**src/rtl/lrd_pkg.sv**
```systemverilog
// Shared types, constants and helpers of the DDA line rasteriser
package lrd_pkg;

  // Coordinate and fixed-point geometry
  localparam int unsigned CoordW   = 16;
  localparam int unsigned PosW     = CoordW + 1;
  localparam int unsigned FracBits = 8;
  localparam int unsigned AccW     = 32;
  localparam int unsigned QuotW    = CoordW + FracBits;
  localparam int unsigned DivCntW  = $clog2(QuotW);
  localparam logic [FracBits-1:0] HalfPixel = {1'b1, {(FracBits-1){1'b0}}};

  // Configuration register widths
  localparam int unsigned ScreenW  = 15;
  localparam int unsigned BppW     = 6;
  localparam int unsigned ColourW  = 32;
  localparam int unsigned CfgIdxW  = 2;

  localparam logic [ScreenW-1:0] ResetWidth  = ScreenW'(128);
  localparam logic [ScreenW-1:0] ResetHeight = ScreenW'(64);
  localparam logic [BppW-1:0]    ResetBpp    = BppW'(1);
  localparam logic [ColourW-1:0] ResetColour = '1;

  // Queue depths (powers of two, pointers wrap naturally)
  localparam int unsigned CmdDepth = 4;
  localparam int unsigned CmdPtrW  = $clog2(CmdDepth);
  localparam int unsigned OutDepth = 2;
  localparam int unsigned OutPtrW  = $clog2(OutDepth);

  typedef enum logic {
    OP_START = 1'b0,
    OP_TICK  = 1'b1
  } op_e;

  typedef enum logic [CfgIdxW-1:0] {
    REG_WIDTH  = 2'd0,
    REG_HEIGHT = 2'd1,
    REG_BPP    = 2'd2,
    REG_COLOUR = 2'd3
  } reg_idx_e;

  typedef enum logic {
    BK_RUN,
    BK_DIVIDE
  } back_state_e;

  typedef struct packed {
    logic [ScreenW-1:0] width;
    logic [ScreenW-1:0] height;
    logic [BppW-1:0]    bpp;
    logic [ColourW-1:0] colour;
  } cfg_t;

  // Classified request handed from front end to back end
  typedef struct packed {
    op_e                      op;
    logic                     x_major;
    logic                     minor_neg;
    logic [CoordW-1:0]        minor_mag;
    logic [CoordW-1:0]        major_len;
    logic signed [CoordW-1:0] major_start;
    logic signed [CoordW-1:0] major_end;
    logic signed [CoordW-1:0] minor_start;
  } cmd_t;

  // Low-bit mask for the colour depth; 32 or more keeps all bits
  function automatic logic [ColourW-1:0] colour_mask(input logic [BppW-1:0] bpp);
    logic [ColourW-1:0] m;
    if (bpp >= BppW'(ColourW)) begin
      m = '1;
    end else begin
      m = (ColourW'(1) << bpp) - ColourW'(1);
    end
    return m;
  endfunction

endpackage

```
**src/rtl/lrd_cmd_fifo.sv**
```systemverilog
// Short request queue between the front end and the back end
module lrd_cmd_fifo (
  input  logic          clk_i,
  input  logic          rst_ni,
  input  logic          wr_valid_i,
  output logic          wr_ready_o,
  input  lrd_pkg::cmd_t wr_data_i,
  output logic          rd_valid_o,
  input  logic          rd_ready_i,
  output lrd_pkg::cmd_t rd_data_o
);

  lrd_pkg::cmd_t                 mem_q [lrd_pkg::CmdDepth];
  logic [lrd_pkg::CmdPtrW-1:0]   wptr_q, rptr_q;
  logic [lrd_pkg::CmdPtrW:0]     cnt_q;
  logic                          wr_en, rd_en;

  assign wr_ready_o = (cnt_q != (lrd_pkg::CmdPtrW + 1)'(lrd_pkg::CmdDepth));
  assign rd_valid_o = (cnt_q != '0);
  assign wr_en      = wr_valid_i && wr_ready_o;
  assign rd_en      = rd_ready_i && rd_valid_o;
  assign rd_data_o  = mem_q[rptr_q];

  // storage
  always_ff @(posedge clk_i) begin
    if (wr_en) begin
      mem_q[wptr_q] <= wr_data_i;
    end
  end

  // pointers and fill count
  always_ff @(posedge clk_i or negedge rst_ni) begin
    if (!rst_ni) begin
      wptr_q <= '0;
      rptr_q <= '0;
      cnt_q  <= '0;
    end else begin
      if (wr_en) wptr_q <= wptr_q + lrd_pkg::CmdPtrW'(1);
      if (rd_en) rptr_q <= rptr_q + lrd_pkg::CmdPtrW'(1);
      if (wr_en && !rd_en) begin
        cnt_q <= cnt_q + (lrd_pkg::CmdPtrW + 1)'(1);
      end else if (rd_en && !wr_en) begin
        cnt_q <= cnt_q - (lrd_pkg::CmdPtrW + 1)'(1);
      end
    end
  end

endmodule

```
**src/rtl/lrd_front.sv**
```systemverilog
// Front end: takes requests, works out deltas, major axis and endpoint order
module lrd_front (
  input  logic                              clk_i,
  input  logic                              rst_ni,
  input  logic                              req_valid_i,
  output logic                              req_ready_o,
  input  logic                              operation_i,
  input  logic signed [lrd_pkg::CoordW-1:0] start_x_i,
  input  logic signed [lrd_pkg::CoordW-1:0] start_y_i,
  input  logic signed [lrd_pkg::CoordW-1:0] end_x_i,
  input  logic signed [lrd_pkg::CoordW-1:0] end_y_i,
  output logic                              cmd_valid_o,
  input  logic                              cmd_ready_i,
  output lrd_pkg::cmd_t                     cmd_o
);

  // stage A: captured request
  logic                              a_valid_q;
  lrd_pkg::op_e                      a_op_q;
  logic signed [lrd_pkg::CoordW-1:0] a_x1_q, a_y1_q, a_x2_q, a_y2_q;

  // stage B: raw deltas
  logic                              b_valid_q;
  lrd_pkg::op_e                      b_op_q;
  logic signed [lrd_pkg::CoordW-1:0] b_x1_q, b_y1_q, b_x2_q, b_y2_q;
  logic signed [lrd_pkg::PosW-1:0]   b_dxr_q, b_dyr_q;

  logic                              a_ready, b_ready;
  logic signed [lrd_pkg::PosW-1:0]   dxr, dyr;
  logic signed [lrd_pkg::PosW-1:0]   dx_abs, dy_abs;
  logic [lrd_pkg::CoordW-1:0]        dx_mag, dy_mag, dx_len, dy_len;
  logic                              x_major, swap;
  logic signed [lrd_pkg::CoordW-1:0] lo_x, lo_y, hi_x, hi_y;

  // elastic handshake through both stages
  assign b_ready     = !b_valid_q || cmd_ready_i;
  assign a_ready     = !a_valid_q || b_ready;
  assign req_ready_o = a_ready;
  assign cmd_valid_o = b_valid_q;

  // signed differences, one bit wider than a coordinate
  assign dxr = lrd_pkg::PosW'(a_x2_q) - lrd_pkg::PosW'(a_x1_q);
  assign dyr = lrd_pkg::PosW'(a_y2_q) - lrd_pkg::PosW'(a_y1_q);

  always_ff @(posedge clk_i or negedge rst_ni) begin
    if (!rst_ni) begin
      a_valid_q <= 1'b0;
      b_valid_q <= 1'b0;
    end else begin
      if (a_ready) a_valid_q <= req_valid_i;
      if (b_ready) b_valid_q <= a_valid_q;
    end
  end

  always_ff @(posedge clk_i) begin
    if (a_ready && req_valid_i) begin
      a_op_q <= lrd_pkg::op_e'(operation_i);
      a_x1_q <= start_x_i;
      a_y1_q <= start_y_i;
      a_x2_q <= end_x_i;
      a_y2_q <= end_y_i;
    end
    if (b_ready && a_valid_q) begin
      b_op_q  <= a_op_q;
      b_x1_q  <= a_x1_q;
      b_y1_q  <= a_y1_q;
      b_x2_q  <= a_x2_q;
      b_y2_q  <= a_y2_q;
      b_dxr_q <= dxr;
      b_dyr_q <= dyr;
    end
  end

  // magnitudes; a zero length counts as one on the major axis
  assign dx_abs = b_dxr_q[lrd_pkg::PosW-1] ? -b_dxr_q : b_dxr_q;
  assign dy_abs = b_dyr_q[lrd_pkg::PosW-1] ? -b_dyr_q : b_dyr_q;
  assign dx_mag = dx_abs[lrd_pkg::CoordW-1:0];
  assign dy_mag = dy_abs[lrd_pkg::CoordW-1:0];
  assign dx_len = (dx_mag == '0) ? lrd_pkg::CoordW'(1) : dx_mag;
  assign dy_len = (dy_mag == '0) ? lrd_pkg::CoordW'(1) : dy_mag;

  // ties go to y; swap so the major coordinate ascends
  assign x_major = dx_len > dy_len;
  assign swap    = x_major ? b_dxr_q[lrd_pkg::PosW-1] : b_dyr_q[lrd_pkg::PosW-1];
  assign lo_x    = swap ? b_x2_q : b_x1_q;
  assign hi_x    = swap ? b_x1_q : b_x2_q;
  assign lo_y    = swap ? b_y2_q : b_y1_q;
  assign hi_y    = swap ? b_y1_q : b_y2_q;

  always_comb begin
    cmd_o.op          = b_op_q;
    cmd_o.x_major     = x_major;
    cmd_o.major_len   = x_major ? dx_len : dy_len;
    cmd_o.minor_mag   = x_major ? dy_mag : dx_mag;
    cmd_o.minor_neg   = (x_major ? b_dyr_q[lrd_pkg::PosW-1] : b_dxr_q[lrd_pkg::PosW-1]) ^ swap;
    cmd_o.major_start = x_major ? lo_x : lo_y;
    cmd_o.major_end   = x_major ? hi_x : hi_y;
    cmd_o.minor_start = x_major ? lo_y : lo_x;
  end

endmodule

```
**src/rtl/lrd_back.sv**
```systemverilog
// Back end: slope divider, DDA stepper, clipping and result queue
module lrd_back (
  input  logic                               clk_i,
  input  logic                               rst_ni,
  input  lrd_pkg::cfg_t                      cfg_i,
  input  logic                               cmd_valid_i,
  output logic                               cmd_ready_o,
  input  lrd_pkg::cmd_t                      cmd_i,
  output logic                               empty_o,
  input  logic                               pop_i,
  output logic signed [lrd_pkg::CoordW-1:0]  pixel_x_o,
  output logic signed [lrd_pkg::CoordW-1:0]  pixel_y_o,
  output logic [lrd_pkg::ColourW-1:0]        pixel_colour_o,
  output logic                               on_screen_o,
  output logic                               last_pixel_o
);

  typedef struct packed {
    logic signed [lrd_pkg::CoordW-1:0] x;
    logic signed [lrd_pkg::CoordW-1:0] y;
    logic [lrd_pkg::ColourW-1:0]       colour;
    logic                              on_screen;
    logic                              last;
  } pix_t;

  lrd_pkg::back_state_e state_q, state_d;
  logic                 drawing_q, drawing_d;

  // line state
  logic                              x_major_q, x_major_d;
  logic signed [lrd_pkg::PosW-1:0]   pos_q, pos_d;
  logic signed [lrd_pkg::CoordW-1:0] end_q, end_d;
  logic [lrd_pkg::AccW-1:0]          acc_q, acc_d;
  logic [lrd_pkg::AccW-1:0]          step_q, step_d;

  // restoring divider
  logic [lrd_pkg::CoordW-1:0]  rem_q, rem_d;
  logic [lrd_pkg::QuotW-1:0]   quo_q, quo_d;
  logic [lrd_pkg::CoordW-1:0]  den_q, den_d;
  logic                        neg_q, neg_d;
  logic [lrd_pkg::DivCntW-1:0] cnt_q, cnt_d;
  logic [lrd_pkg::CoordW:0]    rem_shift, rem_sub;
  logic                        rem_ge;
  logic [lrd_pkg::CoordW-1:0]  rem_next;
  logic [lrd_pkg::QuotW-1:0]   quo_next;
  logic [lrd_pkg::AccW-1:0]    quo_ext;

  // pixel of the current step
  logic [lrd_pkg::CoordW-1:0] minor_c, major_c;
  pix_t                       pix;

  // result queue
  pix_t                        oq_q [lrd_pkg::OutDepth];
  logic [lrd_pkg::OutPtrW-1:0] oq_wptr_q, oq_rptr_q;
  logic [lrd_pkg::OutPtrW:0]   oq_cnt_q;
  logic                        oq_push, oq_pop, oq_space;
  pix_t                        oq_head;

  // one quotient bit per cycle
  assign rem_shift = {rem_q, quo_q[lrd_pkg::QuotW-1]};
  assign rem_ge    = rem_shift >= {1'b0, den_q};
  assign rem_sub   = rem_shift - {1'b0, den_q};
  assign rem_next  = rem_ge ? rem_sub[lrd_pkg::CoordW-1:0] : rem_shift[lrd_pkg::CoordW-1:0];
  assign quo_next  = {quo_q[lrd_pkg::QuotW-2:0], rem_ge};
  assign quo_ext   = {{(lrd_pkg::AccW - lrd_pkg::QuotW){1'b0}}, quo_next};

  // pixel fields: minor is the accumulator's integer part kept to 16 bits
  assign minor_c = acc_q[lrd_pkg::FracBits +: lrd_pkg::CoordW];
  assign major_c = pos_q[lrd_pkg::CoordW-1:0];

  always_comb begin
    pix.x         = x_major_q ? major_c : minor_c;
    pix.y         = x_major_q ? minor_c : major_c;
    pix.colour    = cfg_i.colour & lrd_pkg::colour_mask(cfg_i.bpp);
    pix.last      = (pos_q == lrd_pkg::PosW'(end_q));
    pix.on_screen = !pix.x[lrd_pkg::CoordW-1] && !pix.y[lrd_pkg::CoordW-1] &&
                    (pix.x[lrd_pkg::ScreenW-1:0] < cfg_i.width) &&
                    (pix.y[lrd_pkg::ScreenW-1:0] < cfg_i.height);
  end

  assign oq_space = (oq_cnt_q != (lrd_pkg::OutPtrW + 1)'(lrd_pkg::OutDepth));

  // sequencer: next state, datapath loads and request handshake
  always_comb begin
    state_d     = state_q;
    drawing_d   = drawing_q;
    x_major_d   = x_major_q;
    pos_d       = pos_q;
    end_d       = end_q;
    acc_d       = acc_q;
    step_d      = step_q;
    rem_d       = rem_q;
    quo_d       = quo_q;
    den_d       = den_q;
    neg_d       = neg_q;
    cnt_d       = cnt_q;
    cmd_ready_o = 1'b0;
    oq_push     = 1'b0;
    unique case (state_q)
      lrd_pkg::BK_RUN: begin
        if (cmd_valid_i) begin
          if (cmd_i.op == lrd_pkg::OP_START) begin
            // new line replaces any line in progress
            cmd_ready_o = 1'b1;
            drawing_d   = 1'b0;
            x_major_d   = cmd_i.x_major;
            pos_d       = lrd_pkg::PosW'(cmd_i.major_start);
            end_d       = cmd_i.major_end;
            acc_d       = {{(lrd_pkg::AccW - lrd_pkg::QuotW){cmd_i.minor_start[lrd_pkg::CoordW-1]}},
                           cmd_i.minor_start, lrd_pkg::HalfPixel};
            rem_d       = '0;
            quo_d       = {cmd_i.minor_mag, {lrd_pkg::FracBits{1'b0}}};
            den_d       = cmd_i.major_len;
            neg_d       = cmd_i.minor_neg;
            cnt_d       = '0;
            state_d     = lrd_pkg::BK_DIVIDE;
          end else if (!drawing_q) begin
            // tick with no line: dropped
            cmd_ready_o = 1'b1;
          end else if (oq_space) begin
            cmd_ready_o = 1'b1;
            oq_push     = 1'b1;
            acc_d       = acc_q + step_q;
            pos_d       = pos_q + lrd_pkg::PosW'(1);
            if (pix.last) drawing_d = 1'b0;
          end
        end
      end
      lrd_pkg::BK_DIVIDE: begin
        rem_d = rem_next;
        quo_d = quo_next;
        cnt_d = cnt_q + lrd_pkg::DivCntW'(1);
        if (cnt_q == lrd_pkg::DivCntW'(lrd_pkg::QuotW - 1)) begin
          // quotient truncates toward zero, sign applied afterwards
          step_d    = neg_q ? -quo_ext : quo_ext;
          drawing_d = 1'b1;
          state_d   = lrd_pkg::BK_RUN;
        end
      end
      default: begin
        state_d = lrd_pkg::BK_RUN;
      end
    endcase
  end

  always_ff @(posedge clk_i or negedge rst_ni) begin
    if (!rst_ni) begin
      state_q <= lrd_pkg::BK_RUN;
    end else begin
      state_q <= state_d;
    end
  end

  always_ff @(posedge clk_i or negedge rst_ni) begin
    if (!rst_ni) begin
      drawing_q <= 1'b0;
    end else begin
      drawing_q <= drawing_d;
    end
  end

  always_ff @(posedge clk_i) begin
    x_major_q <= x_major_d;
    pos_q     <= pos_d;
    end_q     <= end_d;
    acc_q     <= acc_d;
    step_q    <= step_d;
    rem_q     <= rem_d;
    quo_q     <= quo_d;
    den_q     <= den_d;
    neg_q     <= neg_d;
    cnt_q     <= cnt_d;
  end

  // result queue: the stepper keeps going while a result waits
  assign empty_o = (oq_cnt_q == '0);
  assign oq_pop  = pop_i && !empty_o;
  assign oq_head = oq_q[oq_rptr_q];

  always_ff @(posedge clk_i) begin
    if (oq_push) begin
      oq_q[oq_wptr_q] <= pix;
    end
  end

  always_ff @(posedge clk_i or negedge rst_ni) begin
    if (!rst_ni) begin
      oq_wptr_q <= '0;
      oq_rptr_q <= '0;
      oq_cnt_q  <= '0;
    end else begin
      if (oq_push) oq_wptr_q <= oq_wptr_q + lrd_pkg::OutPtrW'(1);
      if (oq_pop)  oq_rptr_q <= oq_rptr_q + lrd_pkg::OutPtrW'(1);
      if (oq_push && !oq_pop) begin
        oq_cnt_q <= oq_cnt_q + (lrd_pkg::OutPtrW + 1)'(1);
      end else if (oq_pop && !oq_push) begin
        oq_cnt_q <= oq_cnt_q - (lrd_pkg::OutPtrW + 1)'(1);
      end
    end
  end

  assign pixel_x_o      = oq_head.x;
  assign pixel_y_o      = oq_head.y;
  assign pixel_colour_o = oq_head.colour;
  assign on_screen_o    = oq_head.on_screen;
  assign last_pixel_o   = oq_head.last;

endmodule

```
**src/rtl/line_rasterizer_dda_clipped.sv**
```systemverilog
// Top level of the clipped fixed-point DDA line rasteriser
//
// Requests enter through a queue-style port (push/full) and pixels leave
// through another (empty/pop). A start request latches two endpoints and
// yields no pixel; each tick request yields the next pixel of the line, and
// ticks with no line in progress are dropped. A start occupies the back end
// for a load and 24 steps of the restoring divider that produces the slope,
// one quotient bit per cycle. Ticks then run at one pixel per cycle while
// the two-entry result queue has room, one DDA step per pixel. A request
// passes from the front-end stage that accepts it through the second
// front-end stage, the four-entry request queue and the result queue, each
// registered, to the result port, and the request queue lets ticks be
// taken while a slope division runs.
// Configuration registers (index 0 width, 1 height, 2 colour depth,
// 3 foreground colour) are written on cfg_valid_i and are always ready.
module line_rasterizer_dda_clipped (
  input  logic                               clk_i,
  input  logic                               rst_ni,
  input  logic                               push,
  output logic                               full,
  input  logic                               operation_i,
  input  logic signed [lrd_pkg::CoordW-1:0]  start_x_i,
  input  logic signed [lrd_pkg::CoordW-1:0]  start_y_i,
  input  logic signed [lrd_pkg::CoordW-1:0]  end_x_i,
  input  logic signed [lrd_pkg::CoordW-1:0]  end_y_i,
  output logic                               empty,
  input  logic                               pop,
  output logic signed [lrd_pkg::CoordW-1:0]  pixel_x_o,
  output logic signed [lrd_pkg::CoordW-1:0]  pixel_y_o,
  output logic [lrd_pkg::ColourW-1:0]        pixel_colour_o,
  output logic                               on_screen_o,
  output logic                               last_pixel_o,
  input  logic                               cfg_valid_i,
  output logic                               cfg_ready_o,
  input  logic [lrd_pkg::CfgIdxW-1:0]        cfg_index_i,
  input  logic [lrd_pkg::ColourW-1:0]        cfg_data_i
);

  lrd_pkg::cfg_t cfg_q;
  logic          req_ready;
  logic          f_valid, f_ready, b_valid, b_ready;
  lrd_pkg::cmd_t f_cmd, b_cmd;

  assign full        = !req_ready;
  assign cfg_ready_o = 1'b1;

  // configuration registers
  always_ff @(posedge clk_i or negedge rst_ni) begin
    if (!rst_ni) begin
      cfg_q.width  <= lrd_pkg::ResetWidth;
      cfg_q.height <= lrd_pkg::ResetHeight;
      cfg_q.bpp    <= lrd_pkg::ResetBpp;
      cfg_q.colour <= lrd_pkg::ResetColour;
    end else if (cfg_valid_i && cfg_ready_o) begin
      unique case (lrd_pkg::reg_idx_e'(cfg_index_i))
        lrd_pkg::REG_WIDTH:  cfg_q.width  <= cfg_data_i[lrd_pkg::ScreenW-1:0];
        lrd_pkg::REG_HEIGHT: cfg_q.height <= cfg_data_i[lrd_pkg::ScreenW-1:0];
        lrd_pkg::REG_BPP:    cfg_q.bpp    <= cfg_data_i[lrd_pkg::BppW-1:0];
        lrd_pkg::REG_COLOUR: cfg_q.colour <= cfg_data_i;
        default: ;
      endcase
    end
  end

  lrd_front u_front (
    .clk_i       (clk_i),
    .rst_ni      (rst_ni),
    .req_valid_i (push),
    .req_ready_o (req_ready),
    .operation_i (operation_i),
    .start_x_i   (start_x_i),
    .start_y_i   (start_y_i),
    .end_x_i     (end_x_i),
    .end_y_i     (end_y_i),
    .cmd_valid_o (f_valid),
    .cmd_ready_i (f_ready),
    .cmd_o       (f_cmd)
  );

  lrd_cmd_fifo u_cmd_fifo (
    .clk_i      (clk_i),
    .rst_ni     (rst_ni),
    .wr_valid_i (f_valid),
    .wr_ready_o (f_ready),
    .wr_data_i  (f_cmd),
    .rd_valid_o (b_valid),
    .rd_ready_i (b_ready),
    .rd_data_o  (b_cmd)
  );

  lrd_back u_back (
    .clk_i          (clk_i),
    .rst_ni         (rst_ni),
    .cfg_i          (cfg_q),
    .cmd_valid_i    (b_valid),
    .cmd_ready_o    (b_ready),
    .cmd_i          (b_cmd),
    .empty_o        (empty),
    .pop_i          (pop),
    .pixel_x_o      (pixel_x_o),
    .pixel_y_o      (pixel_y_o),
    .pixel_colour_o (pixel_colour_o),
    .on_screen_o    (on_screen_o),
    .last_pixel_o   (last_pixel_o)
  );

endmodule

```
**config.mk**
```make
export PLATFORM = sky130hd
export DESIGN_NAME = line_rasterizer_dda_clipped
export DESIGN_NICKNAME = d
export VERILOG_FILES = /design/src/rtl/lrd_pkg.sv /design/src/rtl/lrd_cmd_fifo.sv /design/src/rtl/lrd_front.sv /design/src/rtl/lrd_back.sv /design/src/rtl/line_rasterizer_dda_clipped.sv
export SDC_FILE = /design/constraint.sdc
export NUM_CORES = 1
export LEC_CHECK = 0
export BUFFER_PORTS_ARGS = -buffer_cell sky130_fd_sc_hd__buf_2
export CAP_MARGIN = 0
export CORE_UTILIZATION = 45
export CTS_BUF_LIST = sky130_fd_sc_hd__clkbuf_16
export CTS_CLUSTER_SIZE = 14
export DETAILED_ROUTE_END_ITERATION = 12
export HOLD_SLACK_MARGIN = 0.06
export SETUP_SLACK_MARGIN = 0.3
export SLEW_MARGIN = 20
export SYNTH_ARGS = -nofsm -noshare
export SYNTH_HDL_FRONTEND = slang
export SYNTH_SLANG_ARGS = --single-unit
```
**constraint.sdc**
```tcl
create_clock -name clk_i -period 8.98 [get_ports clk_i]
set_input_delay 1.796 -clock clk_i [delete_from_list [all_inputs] [get_ports clk_i]]
set_output_delay 1.796 -clock clk_i [all_outputs]
set_load 0.01 [all_outputs]
```
==> run_results.csv <==
group,metric,value,unit
cells_and_area,drive_above_1_share,0.218,
yosys,yosys.area.top_type_share,0.588,
yosys,syn_avg_cell_area,14.8,um2
cells_and_area,fill_cells,7209,
global_routing,track_usage,0.203,
die,ioPinCount,173,
die,die_x,298,um
critical_path,crit_path_max_incr_delay,0.67,ns
yosys,ys_ff_latch,855,
timing,holdWs,0.438,ns
worst_hold_path,hold_start,"u_front.a_y1_q[2]",
yosys,yosysSeqAreaShare,0.642,
critical_path,slowest_stage,"a21oi_4",
drt,dr_wl_met3,3.32,mm
cts,clock_path_buffers,3,
cts,clock_sinks,855,
critical_path,crit_start,"u_front.b_dyr_q[3]",
cts,cts_made_buffers,93,
cts,htree_levels,3,
critical_path,cp-end-kind,"flop",
yosys,synthTopCellsByArea,"edfxtp_1 59%, mux2i_1 4.7%, mux4_2 4.7%",
drt,highest_layer,"met4",
cts,cts_tree,"done",
yosys,synth_nets,2907,
cells_and_area,stdcell_count,4093,
global_routing,grt-ovfl-total,0,
global_routing,grt_pass1_vias,23153,
critical_path,crit_required,9.42,ns
drt,dr_wl_met2,44.3,mm
timing,skew,0.0350,ns
placement,dpl.cell_count,3921,
drt,dr.pass1.iters,5,
die,start_util,0.454,
cells_and_area,layout.nets,3098,
drt,wl_per_cell,21.9,um
yosys,ys_warn_count,0,
cts,clock_latency,0.66,ns
timing,maxSlewViolCount,0,
cts,ctsHoldBuffers,0,
cts,path_clk_slew,0.06,ns
die,num_rows,108,
pwr,p_per_area,344,nW/um2
timing,finalSetupViolations,0,
cts,cts-root-buf,"clkbuf_16",
timing,fmax,0.170,GHz
global_routing,antenna_found_initial,0,
placement,routabilityCongestion,0.890,
critical_path,r2r_start,"u_front.b_dyr_q[3]",
worst_hold_path,hold_path.class,"flop to flop",
yosys,ys.flop_type,"edfxtp_1",
critical_path,cp_max_fo,68,
yosys,async_reset_ff_frac,0.0971,
die,die_y,298,um
timing,relSlewSlack,0.299,
drt,wl_met1,39.1,mm
critical_path,worstPathArrival,6.31,ns
die,coreArea,86800,um2
status,status,"finished clean",
timing,tightest_slew,1.04,ns
critical_path,cp_top_family,"simple AND/OR/NAND/NOR gates",
die,dieArea,88800,um2
yosys,yosysUniqueCellTypes,71,
cells_and_area,final_cell_mix,"772 x edfxtp_1, 185 x mux2i_1, 175 x nand2_1, 170 x buf_2, 164 x inv_1",
timing,fin_setup_tns,0,ns
drt,via_count,22620,
timing,layout_min_cycle_time,5.87,ns
yosys,synthCells,2671,
drt,antenna_left,0,
critical_path,critical_path_class,"flop to flop",
drt,viasPerCell,5.53,
yosys,synth_edf_count,772,
drt,wl,89.5,mm
flow_run,cap_violations,0,
timing,rsz0062_at_grt,"false",
timing,finalHoldViolCount,0,
yosys,yosysTopAreaCell,"edfxtp_1",
drt,drtIter0Drc,1519,
cts,cts_setup_buffers,0,
global_routing,grt_max_degree,77,
critical_path,worst-path-buf-inv,1,
drt,drc_errors,0,
critical_path,start_kind,"flop",
yosys,synthesis.area,39400,um2
critical_path,cp_cell_sequence,"or4_1 -> or4_1 -> o41ai_2 -> xor2_1 -> o211ai_1 -> nor4_1 -> or2_2 -> ha_1 -> nor2b_1 -> o21ai_0 -> nand2b_1 -> a21oi_1 -> o21ai_0 -> nand2b_1 -> a21oi_4 -> buf_12 -> mux2i_1",
placement,port_buffers,171,
placement,dp_hpwl,61.7,mm
pwr,ir_drop,247,uV
cells_and_area,final_common_cell,"edfxtp_1",
timing,min_period_over_period,0.654,
cts,ctsResizeCount,0,
global_routing,grt_pass1_wl,138,mm
cells_and_area,area_growth_syn_to_layout,13.5,%
pwr,p_leak,16.6,nW
sequential cells by signal (all words and copies together) (netlist names), 17 cells and up:
register / flops
u_cmd_fifo.mem_q: 332
u_back.oq_q: 132
cfg_q: 68
u_back.acc_q: 24
u_back.quo_q: 24
u_back.step_q: 24
u_back.pos_q: 17
u_front.b_dxr_q: 17
u_front.b_dyr_q: 17
where the power goes:
group / switching (mW) / internal (mW)
clock: 1.54 / 2.22
sequential: 0.539 / 6.09
combinational: 3.01 / 1.99
metrics by stage:
step / power (mW) / util / setup WS [ns] / instance area (um2)
floorplan: 10.1 / - / 0.969 / 39400
global placement: 11.5 / 0.480 / 3.22 / 41600
detailed placement: 11.7 / 0.480 / 3.15 / 41600
CTS: 15.5 / 0.515 / 3.15 / 44700
global route: 16.2 / 0.515 / 2.71 / 44700
finish: 15.4 / 0.515 / 3.11 / 44700
metal layers:
| layer | global-route usage | vias to the layer above |
|---|---|---|
| li1 | - | 10542 |
| met1 | 0.270 | 11423 |
| met2 | 0.341 | 520 |
| met3 | 0.0276 | 135 |
| met4 | 0.0683 | 0 |
| met5 | 0 | - |
Yosys cell counts, drive strengths merged (19+ instances only):
cell type  instances
edfxtp           772
mux2i            185
nand2            175
mux2             152
inv              143
ha               127
o21ai            112
nor2              99
a21oi             86
mux4              82
clkbuf            80
xor2              71
xnor2             69
dfrtp             48
dfstp             35
nor3              34
nand3             31
a21o              27
o21a              25
buf               24
nand4             23
nor2b             23
o31ai             23
and2              22
a21boi            19
logic make-up after synthesis:
| logic type | share of synthesized area |
|---|---|
| xor+xnor | 0.0311 |
| compound gates | 0.0612 |
| simple gates | 0.0616 |
| mux | 0.137 |
| other cells | 0.0000952 |
| fa+ha+maj | 0.0429 |
| buf+inv | 0.0238 |
| flops | 0.642 |
area by class of cell:
class,instances,area (um2),share of cell area
multi-input cells,1568,13300,0.296
inverters,144,541,0.0121
repair buffers,200,1110,0.0248
clock inverters,73,646,0.0144
flip-flops and latches,855,25300,0.566
well taps,1155,1450,0.0323
diodes,2,5.00,0.000112
clock buffers,96,2400,0.0537
path summary, 6_finish.rpt:
| path | cells past startpoint | slack, ns | to |
|---|---|---|---|
| max in group asynchronous | 2 | 6.67 | u_cmd_fifo.rptr_q[1] |
| worst min-delay path | 0 | 0.44 | u_front.b_y1_q[2] |
| worst max-delay path | 17 | 3.11 | u_cmd_fifo.mem_q[0][8] |
| min in group asynchronous | 1 | 1.04 | u_back.state_q |
| worst max register to register | 17 | 3.11 | u_cmd_fifo.mem_q[0][8] |
| worst min register to register | 0 | 0.44 | u_front.b_y1_q[2] |
(Power assumes the default switching activity.)
